## src/rtl/text_console_cursor_writer_assert.svh

```systemverilog
// Assertion macros shared by the console writer modules.
`ifndef TEXT_CONSOLE_CURSOR_WRITER_ASSERT_SVH
`define TEXT_CONSOLE_CURSOR_WRITER_ASSERT_SVH

`ifndef ASSERT_OFF

`define TCCW_ASSERT(lbl, clk, rst_n, prop) \
  lbl: assert property (@(posedge clk) disable iff (!rst_n) prop) \
    else $error("console writer assertion failed");

`define TCCW_NEVER(lbl, clk, rst_n, expr) \
  lbl: assert property (@(posedge clk) disable iff (!rst_n) !(expr)) \
    else $error("console writer forbidden condition seen");

`else

`define TCCW_ASSERT(lbl, clk, rst_n, prop)

`define TCCW_NEVER(lbl, clk, rst_n, expr)

`endif

`endif

```

## src/rtl/tccw_pkg.sv

```systemverilog
package tccw_pkg;

  localparam int COLUMNS_DEF = 80;
  localparam int ROWS_DEF    = 25;

  localparam int CHAR_W   = 8;
  localparam int COL_W    = 7;
  localparam int ROW_W    = 5;
  localparam int ADDR_W   = 11;
  localparam int CALC_W   = COL_W + ROW_W;
  localparam int NIBBLE_W = 4;
  localparam int VALUE_W  = 16;

  localparam int TAB_STEP = 8;
  localparam int TAB_BITS = $clog2(TAB_STEP);

  localparam logic [NIBBLE_W-1:0] FG_RESET = 4'hF;
  localparam logic [NIBBLE_W-1:0] BG_RESET = 4'h0;

  localparam logic [CHAR_W-1:0] CHAR_BS        = 8'h08;
  localparam logic [CHAR_W-1:0] CHAR_TAB       = 8'h09;
  localparam logic [CHAR_W-1:0] CHAR_LF        = 8'h0A;
  localparam logic [CHAR_W-1:0] CHAR_CR        = 8'h0D;
  localparam logic [CHAR_W-1:0] CHAR_PRINT_LO  = 8'h20;
  localparam logic [CHAR_W-1:0] CHAR_PRINT_HI  = 8'h7F;

  typedef enum logic [0:0] {
    CFG_FG = 1'b0,
    CFG_BG = 1'b1
  } cfg_reg_t;

  typedef struct packed {
    logic              write_enable;
    logic [ADDR_W-1:0] cell_address;
    logic [VALUE_W-1:0] cell_value;
    logic [ADDR_W-1:0] cursor_position;
  } result_t;

endpackage

```

## src/rtl/tccw_cfg.sv

```systemverilog
module tccw_cfg (
  input  logic                          clk,
  input  logic                          rst_n,
  input  logic                          cfg_valid,
  input  logic [0:0]                    cfg_index,
  input  logic [tccw_pkg::NIBBLE_W-1:0] cfg_data,
  output logic [2*tccw_pkg::NIBBLE_W-1:0] attr
);

  logic [tccw_pkg::NIBBLE_W-1:0] fg_r, fg_nxt;
  logic [tccw_pkg::NIBBLE_W-1:0] bg_r, bg_nxt;

  always_comb begin
    fg_nxt = fg_r;
    bg_nxt = bg_r;
    if (cfg_valid) begin
      unique case (tccw_pkg::cfg_reg_t'(cfg_index))
        tccw_pkg::CFG_FG: fg_nxt = cfg_data;
        tccw_pkg::CFG_BG: bg_nxt = cfg_data;
      endcase
    end
  end

  always_ff @(posedge clk) begin
    if (!rst_n) begin
      fg_r <= tccw_pkg::FG_RESET;
      bg_r <= tccw_pkg::BG_RESET;
    end else begin
      fg_r <= fg_nxt;
      bg_r <= bg_nxt;
    end
  end

  assign attr = {bg_r, fg_r};

endmodule

```

## src/rtl/tccw_cursor.sv

```systemverilog
`include "text_console_cursor_writer_assert.svh"

module tccw_cursor #(
  parameter int COLUMNS = tccw_pkg::COLUMNS_DEF,
  parameter int ROWS    = tccw_pkg::ROWS_DEF
) (
  input  logic                            clk,
  input  logic                            rst_n,
  input  logic                            step,
  input  logic [tccw_pkg::CHAR_W-1:0]     char_code,
  input  logic [2*tccw_pkg::NIBBLE_W-1:0] attr,
  output tccw_pkg::result_t               res
);

  localparam logic [tccw_pkg::COL_W:0]    COLS_LIM = (tccw_pkg::COL_W + 1)'(COLUMNS);
  localparam logic [tccw_pkg::ROW_W:0]    ROWS_LIM = (tccw_pkg::ROW_W + 1)'(ROWS);
  localparam logic [tccw_pkg::ROW_W-1:0]  ROW_LAST = tccw_pkg::ROW_W'(ROWS - 1);
  localparam logic [tccw_pkg::CALC_W-1:0] COLS_MUL = tccw_pkg::CALC_W'(COLUMNS);
  localparam logic [tccw_pkg::COL_W:0]    TAB_ADD  = (tccw_pkg::COL_W + 1)'(tccw_pkg::TAB_STEP);

  logic [tccw_pkg::COL_W-1:0] col_r, col_nxt;
  logic [tccw_pkg::ROW_W-1:0] row_r, row_nxt;

  logic [tccw_pkg::COL_W:0]    col_ext;
  logic [tccw_pkg::COL_W:0]    col_tab;
  logic [tccw_pkg::COL_W:0]    col_step;
  logic [tccw_pkg::ROW_W:0]    row_plus;
  logic [tccw_pkg::ROW_W-1:0]  row_inc;
  logic                        printable;
  logic                        line_feed;
  logic                        wrap;
  logic [tccw_pkg::CALC_W-1:0] addr_now;
  logic [tccw_pkg::CALC_W-1:0] addr_new;

  always_comb begin
    col_ext   = {1'b0, col_r};
    col_tab   = col_ext + TAB_ADD;
    row_plus  = {1'b0, row_r} + (tccw_pkg::ROW_W + 1)'(1);
    row_inc   = (row_plus < ROWS_LIM) ? row_plus[tccw_pkg::ROW_W-1:0] : ROW_LAST;
    printable = (char_code >= tccw_pkg::CHAR_PRINT_LO) &&
                (char_code <= tccw_pkg::CHAR_PRINT_HI);
    line_feed = 1'b0;
    col_step  = col_ext;

    case (char_code)
      tccw_pkg::CHAR_BS: begin
        if (col_r != '0) begin
          col_step = col_ext - (tccw_pkg::COL_W + 1)'(1);
        end
      end
      tccw_pkg::CHAR_TAB: begin
        col_step = {col_tab[tccw_pkg::COL_W:tccw_pkg::TAB_BITS],
                    tccw_pkg::TAB_BITS'(0)};
      end
      tccw_pkg::CHAR_CR: begin
        col_step = '0;
      end
      tccw_pkg::CHAR_LF: begin
        col_step  = '0;
        line_feed = 1'b1;
      end
      default: begin
        if (printable) begin
          col_step = col_ext + (tccw_pkg::COL_W + 1)'(1);
        end
      end
    endcase

    wrap    = (col_step >= COLS_LIM);
    col_nxt = wrap ? '0 : col_step[tccw_pkg::COL_W-1:0];
    row_nxt = (wrap || line_feed) ? row_inc : row_r;

    addr_now = tccw_pkg::CALC_W'(row_r) * COLS_MUL + tccw_pkg::CALC_W'(col_r);
    addr_new = tccw_pkg::CALC_W'(row_nxt) * COLS_MUL + tccw_pkg::CALC_W'(col_nxt);

    res.write_enable    = printable;
    res.cell_address    = printable ? addr_now[tccw_pkg::ADDR_W-1:0] : '0;
    res.cell_value      = printable ? {attr, char_code} : '0;
    res.cursor_position = addr_new[tccw_pkg::ADDR_W-1:0];
  end

  always_ff @(posedge clk) begin
    if (!rst_n) begin
      col_r <= '0;
      row_r <= '0;
    end else if (step) begin
      col_r <= col_nxt;
      row_r <= row_nxt;
    end
  end

  `TCCW_ASSERT(a_col_in_range, clk, rst_n, ({1'b0, col_r} < COLS_LIM))
  `TCCW_ASSERT(a_row_in_range, clk, rst_n, ({1'b0, row_r} < ROWS_LIM))
  `TCCW_NEVER(a_idle_fields_zero, clk, rst_n,
              !res.write_enable && (res.cell_address != '0 || res.cell_value != '0))

endmodule

```

## src/rtl/text_console_cursor_writer.sv

```systemverilog
// An accepted input beat passes through the input register, then its result through the output register, to out_.
// Throughput: one character per cycle while out_tready does not hold the output register.
// The cursor logic and its constant multiply sit between input and output registers.
// Reset (rst_n low, synchronous) empties both registers, homes the cursor to
// cell 0 and sets the foreground colour to 15 and the background colour to 0.
`include "text_console_cursor_writer_assert.svh"

module text_console_cursor_writer #(
  parameter int COLUMNS = tccw_pkg::COLUMNS_DEF,
  parameter int ROWS    = tccw_pkg::ROWS_DEF
) (
  input  logic                          clk,
  input  logic                          rst_n,
  input  logic                          in_tvalid,
  output logic                          in_tready,
  input  logic [7:0]                    in_tdata,  // [7:0] char_code
  output logic                          out_tvalid,
  input  logic                          out_tready,
  output logic [39:0]                   out_tdata, // [10:0] cell_address,
                                                   // [26:11] cell_value,
                                                   // [37:27] cursor_position,
                                                   // [39:38] zero
  output logic                          out_tuser, // [0] write_enable
  input  logic                          cfg_valid,
  output logic                          cfg_ready,
  input  logic [0:0]                    cfg_index,
  input  logic [tccw_pkg::NIBBLE_W-1:0] cfg_data
);

  logic                          in_valid_r;
  logic [tccw_pkg::CHAR_W-1:0]   in_data_r;
  logic                          out_valid_r;
  tccw_pkg::result_t             out_data_r;
  tccw_pkg::result_t             res;
  logic [2*tccw_pkg::NIBBLE_W-1:0] attr;
  logic                          advance;

  assign advance   = in_valid_r && (!out_valid_r || out_tready);
  assign in_tready = !in_valid_r || advance;
  assign cfg_ready = 1'b1;

  tccw_cfg u_cfg (
    .clk       (clk),
    .rst_n     (rst_n),
    .cfg_valid (cfg_valid),
    .cfg_index (cfg_index),
    .cfg_data  (cfg_data),
    .attr      (attr)
  );

  tccw_cursor #(
    .COLUMNS (COLUMNS),
    .ROWS    (ROWS)
  ) u_cursor (
    .clk       (clk),
    .rst_n     (rst_n),
    .step      (advance),
    .char_code (in_data_r),
    .attr      (attr),
    .res       (res)
  );

  always_ff @(posedge clk) begin
    if (!rst_n) begin
      in_valid_r <= 1'b0;
    end else if (in_tready) begin
      in_valid_r <= in_tvalid;
    end
  end

  always_ff @(posedge clk) begin
    if (!rst_n) begin
      in_data_r <= '0;
    end else if (in_tready && in_tvalid) begin
      in_data_r <= in_tdata;
    end
  end

  always_ff @(posedge clk) begin
    if (!rst_n) begin
      out_valid_r <= 1'b0;
    end else if (!out_valid_r || out_tready) begin
      out_valid_r <= in_valid_r;
    end
  end

  always_ff @(posedge clk) begin
    if (advance) begin
      out_data_r <= res;
    end
  end

  assign out_tvalid = out_valid_r;
  assign out_tuser  = out_data_r.write_enable;
  assign out_tdata  = {2'b00, out_data_r.cursor_position, out_data_r.cell_value,
                       out_data_r.cell_address};

  `TCCW_ASSERT(a_held_item_kept, clk, rst_n, (in_valid_r && !advance) |=> in_valid_r)
  `TCCW_NEVER(a_stall_without_cause, clk, rst_n, !in_tready && !(in_valid_r && out_valid_r))

endmodule
```

## config.mk

```make
export PLATFORM = sky130hd
export DESIGN_NAME = text_console_cursor_writer
export DESIGN_NICKNAME = d
export VERILOG_FILES = /design/src/rtl/tccw_pkg.sv /design/src/rtl/tccw_cfg.sv /design/src/rtl/tccw_cursor.sv /design/src/rtl/text_console_cursor_writer.sv
export VERILOG_INCLUDE_DIRS = /design/src /design/src/rtl
export SDC_FILE = /design/constraint.sdc
export NUM_CORES = 1
export LEC_CHECK = 0
export BUFFER_PORTS_ARGS = -buffer_cell sky130_fd_sc_hd__buf_4
export CAP_MARGIN = 10
export CORE_MARGIN = 5
export CORE_UTILIZATION = 40
export CTS_BUF_LIST = sky130_fd_sc_hd__clkbuf_8
export CTS_CLUSTER_DIAMETER = 40
export DETAILED_ROUTE_END_ITERATION = 6
export PLACE_DENSITY_LB_ADDON = 0.05
export SYNTH_ARGS = -nofsm -noshare
export SYNTH_HDL_FRONTEND = slang
export SYNTH_HIERARCHICAL = 1
export SYNTH_SLANG_ARGS = --single-unit
```

## constraint.sdc

```tcl
create_clock -name clk -period 7.73 [get_ports clk]
set_input_delay 0.3865 -clock clk [delete_from_list [all_inputs] [get_ports clk]]
set_output_delay 0.3865 -clock clk [all_outputs]
set_load 0.05 [all_outputs]
```

==> results.cfg <==
[power]
combPwrFrac_pct = 14.4
ir_drop_mv = 0.0887
leakage_uw = 0.00194
intPower_uw = 599
switching_share_pct = 29.1
power_density_nw_per_um2 = 179
seqPwrFrac_pct = 49.2
clkPwrFrac_pct = 36.4
switchingPower_uw = 246

[place]
place_ws_ns = 2.60
place_inst = 579
gp_congestion = 0.881
port_buffers = 58
hpwl_mm = 6.27

[job]
maxCapViolCount = 0

[logic_synthesis]
synth_area_um2 = 4060
synthArstFlopShare_pct = 0
synth_cell_types = 64
synth_edf_count = 39
seq_area_frac_synth_pct = 43.6
syn_inst = 411
ys_ff_latch = 69
synth_warnings = 6
synth_ff_type = edfxtp_1
synth.avg_cell_area_um2 = 9.88

[global_route]
track_usage_pct = 14.9
grt_max_degree = 52
overflow = 0
grt_pass1_vias = 2982
grt_pass1_wl_mm = 14.9
antenna_found_initial = 0

[worst_hold_path]
hp-class = input port to register
hp-start = in_tvalid

[layout]
fill_cells = 968
fin_nets = 502
drive_above_1_share_pct = 21.2
fin_cells = 595
synthToLayoutAreaGrowth_pct = 16.3
post-route-util_pct = 48.1
diodes = 0

[sta]
timing.fmax_mhz = 195
layout_setup_ws_ns = 2.60
skew_ns = 0.0101
max_slew_margin_pct = 43.8
period_share_pct = 66.4
fin_crit_ns = 5.13
rsz0062_at_grt = false
setup_viol = 0
hold_violations = 0
finalMaxSlewViolations = 0
setup_tns_ns = 0
worstMarginPinSlew_ns = 0.834

[clock_network]
clock_latency_ns = 0.35
holdBufCountCts = 0
cts-root-buf = clkbuf_8
cts_tree = yes
post_cts_buffers = 0
path_clk_slew_ns = 0.09
ctsResizeCount = 0
htreeDepth = 3
cts_sinks = 69
cts_buffers = 9
cts_max_path_buffers = 2

[route]
dr.first_iter.drc_count = 130
wl_per_cell_um = 14.8
dr_total_vias = 2988
antenna_left = 0
drcViolationCount = 0
drt_pass1_iterations = 6
routed_wirelength_mm = 8.79
vias_per_cell = 5.02

[outcome]
status = completed

[critical_path]
crit_path_start_kind = register
worstSetupPathType = register to register
rrSetupSlack_ns = 2.60
path_max_fanout = 23
cp_data_required_time_ns = 7.83
cp.arrival_ns = 5.23
crit-reg2reg-launch = in_data_r[5]$_SDFFE_PN0P_
end_kind = register
critPathLaunch = in_data_r[5]$_SDFFE_PN0P_

[floorplanning]
die_w_um = 111
placementRows = 36
fp.dieH_um = 111
io_pins = 62
initial_utilization_pct = 41.3
coreArea_um2 = 9820
dieArea_um2 = 12300
## kinds of logic after synthesis
| family | Yosys count | synth area share (%) |
|---|---|---|
| buf+inv | 47 | 5.89 |
| compound gates | 80 | 14.1 |
| other cells | 3 | 0.277 |
| xor+xnor | 18 | 3.88 |
| fa+ha+maj | 27 | 8.88 |
| flops | 69 | 43.6 |
| mux | 12 | 2.99 |
| simple gates | 155 | 20.4 |
## power by group through the flow
stage	clock network, µW	logic (µW)	registers [µW]
floorplan	0	61.2	454
global placement	0	123	424
detailed placement	0	123	424
CTS	319	123	416
global route	337	132	418
finish	308	122	416
## cells in the final DEF (no fill, tap or decap), drive strengths merged, types with 6 or more instances in the layout
cell type	count
nand3	8
a21boi	6
ha	24
dfxtp	30
a21oi	19
mux2i	11
clkbuf	9
and2	24
nor3	10
edfxtp	39
nor2	26
nand4	7
xnor2	10
nand2	44
o21ai	22
buf	59
inv	24
xor2	8
nor2b	11
## per-layer routing
metal	vias up	GRT usage, %	wire length, µm
li1	1525	-	-
met1	1387	19.5	4220
met2	66	23.7	4110
met3	10	3.88	325
met4	0	5.17	138
met5	-	0	0
## sequential cells by signal, summed over array words and instances, names as in the netlist
register,flops
u_cursor/row_r,5
u_cfg/fg_r,4
u_cfg/bg_r,4
out_tdata,38
out_tuser,1
u_cursor/col_r,7
in_valid_r,1
out_tvalid,1
in_data_r,8
## worst paths after layout
check | endpoint | cells past startpoint
worst max-delay path | out_tdata[37]$_DFFE_PP_ | 18
worst min-delay path | in_valid_r$_SDFFE_PN0P_ | 3
worst max register to register | out_tdata[37]$_DFFE_PP_ | 18
worst min register to register | u_cfg/bg_r[0]$_SDFFE_PN0P_ | 2
## metrics by stage
step	hold slack [ns]	cell area, µm²	power (µW)
floorplan	0.435	4060	516
global placement	0.448	4520	547
detailed placement	0.448	4520	548
CTS	0.256	4720	859
global route	0.252	4720	888
finish	0.275	4720	845
## final cells by class
class	count	area (µm²)	share of cell area [%]
inverters	22	82.6	1.75
clock buffers	9	124	2.62
repair buffers	59	443	9.38
well taps	133	166	3.53
clock inverters	7	80.1	1.70
multi-input cells	296	2050	43.5
flip-flops and latches	69	1770	37.5
## Yosys cell counts, types with 4 or more instances
cell | n | share of area, %
nand3b_1 | 4 | 0.74
clkbuf_1 | 7 | 0.65
inv_1 | 21 | 1.9
mux2i_1 | 11 | 2.7
buf_2 | 5 | 0.62
a21oi_1 | 19 | 2.3
o21ai_2 | 5 | 1.1
xnor2_1 | 10 | 2.2
ha_1 | 24 | 7.4
nand3_1 | 8 | 0.99
nand2b_1 | 4 | 0.62
xor2_1 | 8 | 1.7
nor2b_1 | 9 | 1.4
dfxtp_1 | 30 | 15
nand4_1 | 7 | 1.1
a21boi_0 | 5 | 0.92
o21ai_0 | 17 | 2.1
nor3_1 | 10 | 1.2
buf_4 | 9 | 1.7
a21o_1 | 4 | 0.74
edfxtp_1 | 39 | 29
o211ai_1 | 4 | 0.74
and2_1 | 23 | 3.5
nor2_1 | 25 | 2.3
nand2_1 | 44 | 4.1
## critical path, cell delays in order (launching register included)
cell and delay, ns:
dfxtp_1 0.34, o21bai_2 0.41, inv_1 0.44, nand4_1 0.32, a21oi_1 0.12, or3b_1 0.43, nor4_2 0.39, nor2_2 0.16
and2_1 0.18, mux2_2 0.29, ha_1 0.30, inv_1 0.06, fa_1 0.51, nor2b_1 0.14, nor2b_1 0.18, inv_1 0.06
o31ai_1 0.28, xor2_1 0.20, xnor2_1 0.08
(Power assumes the default switching activity.)
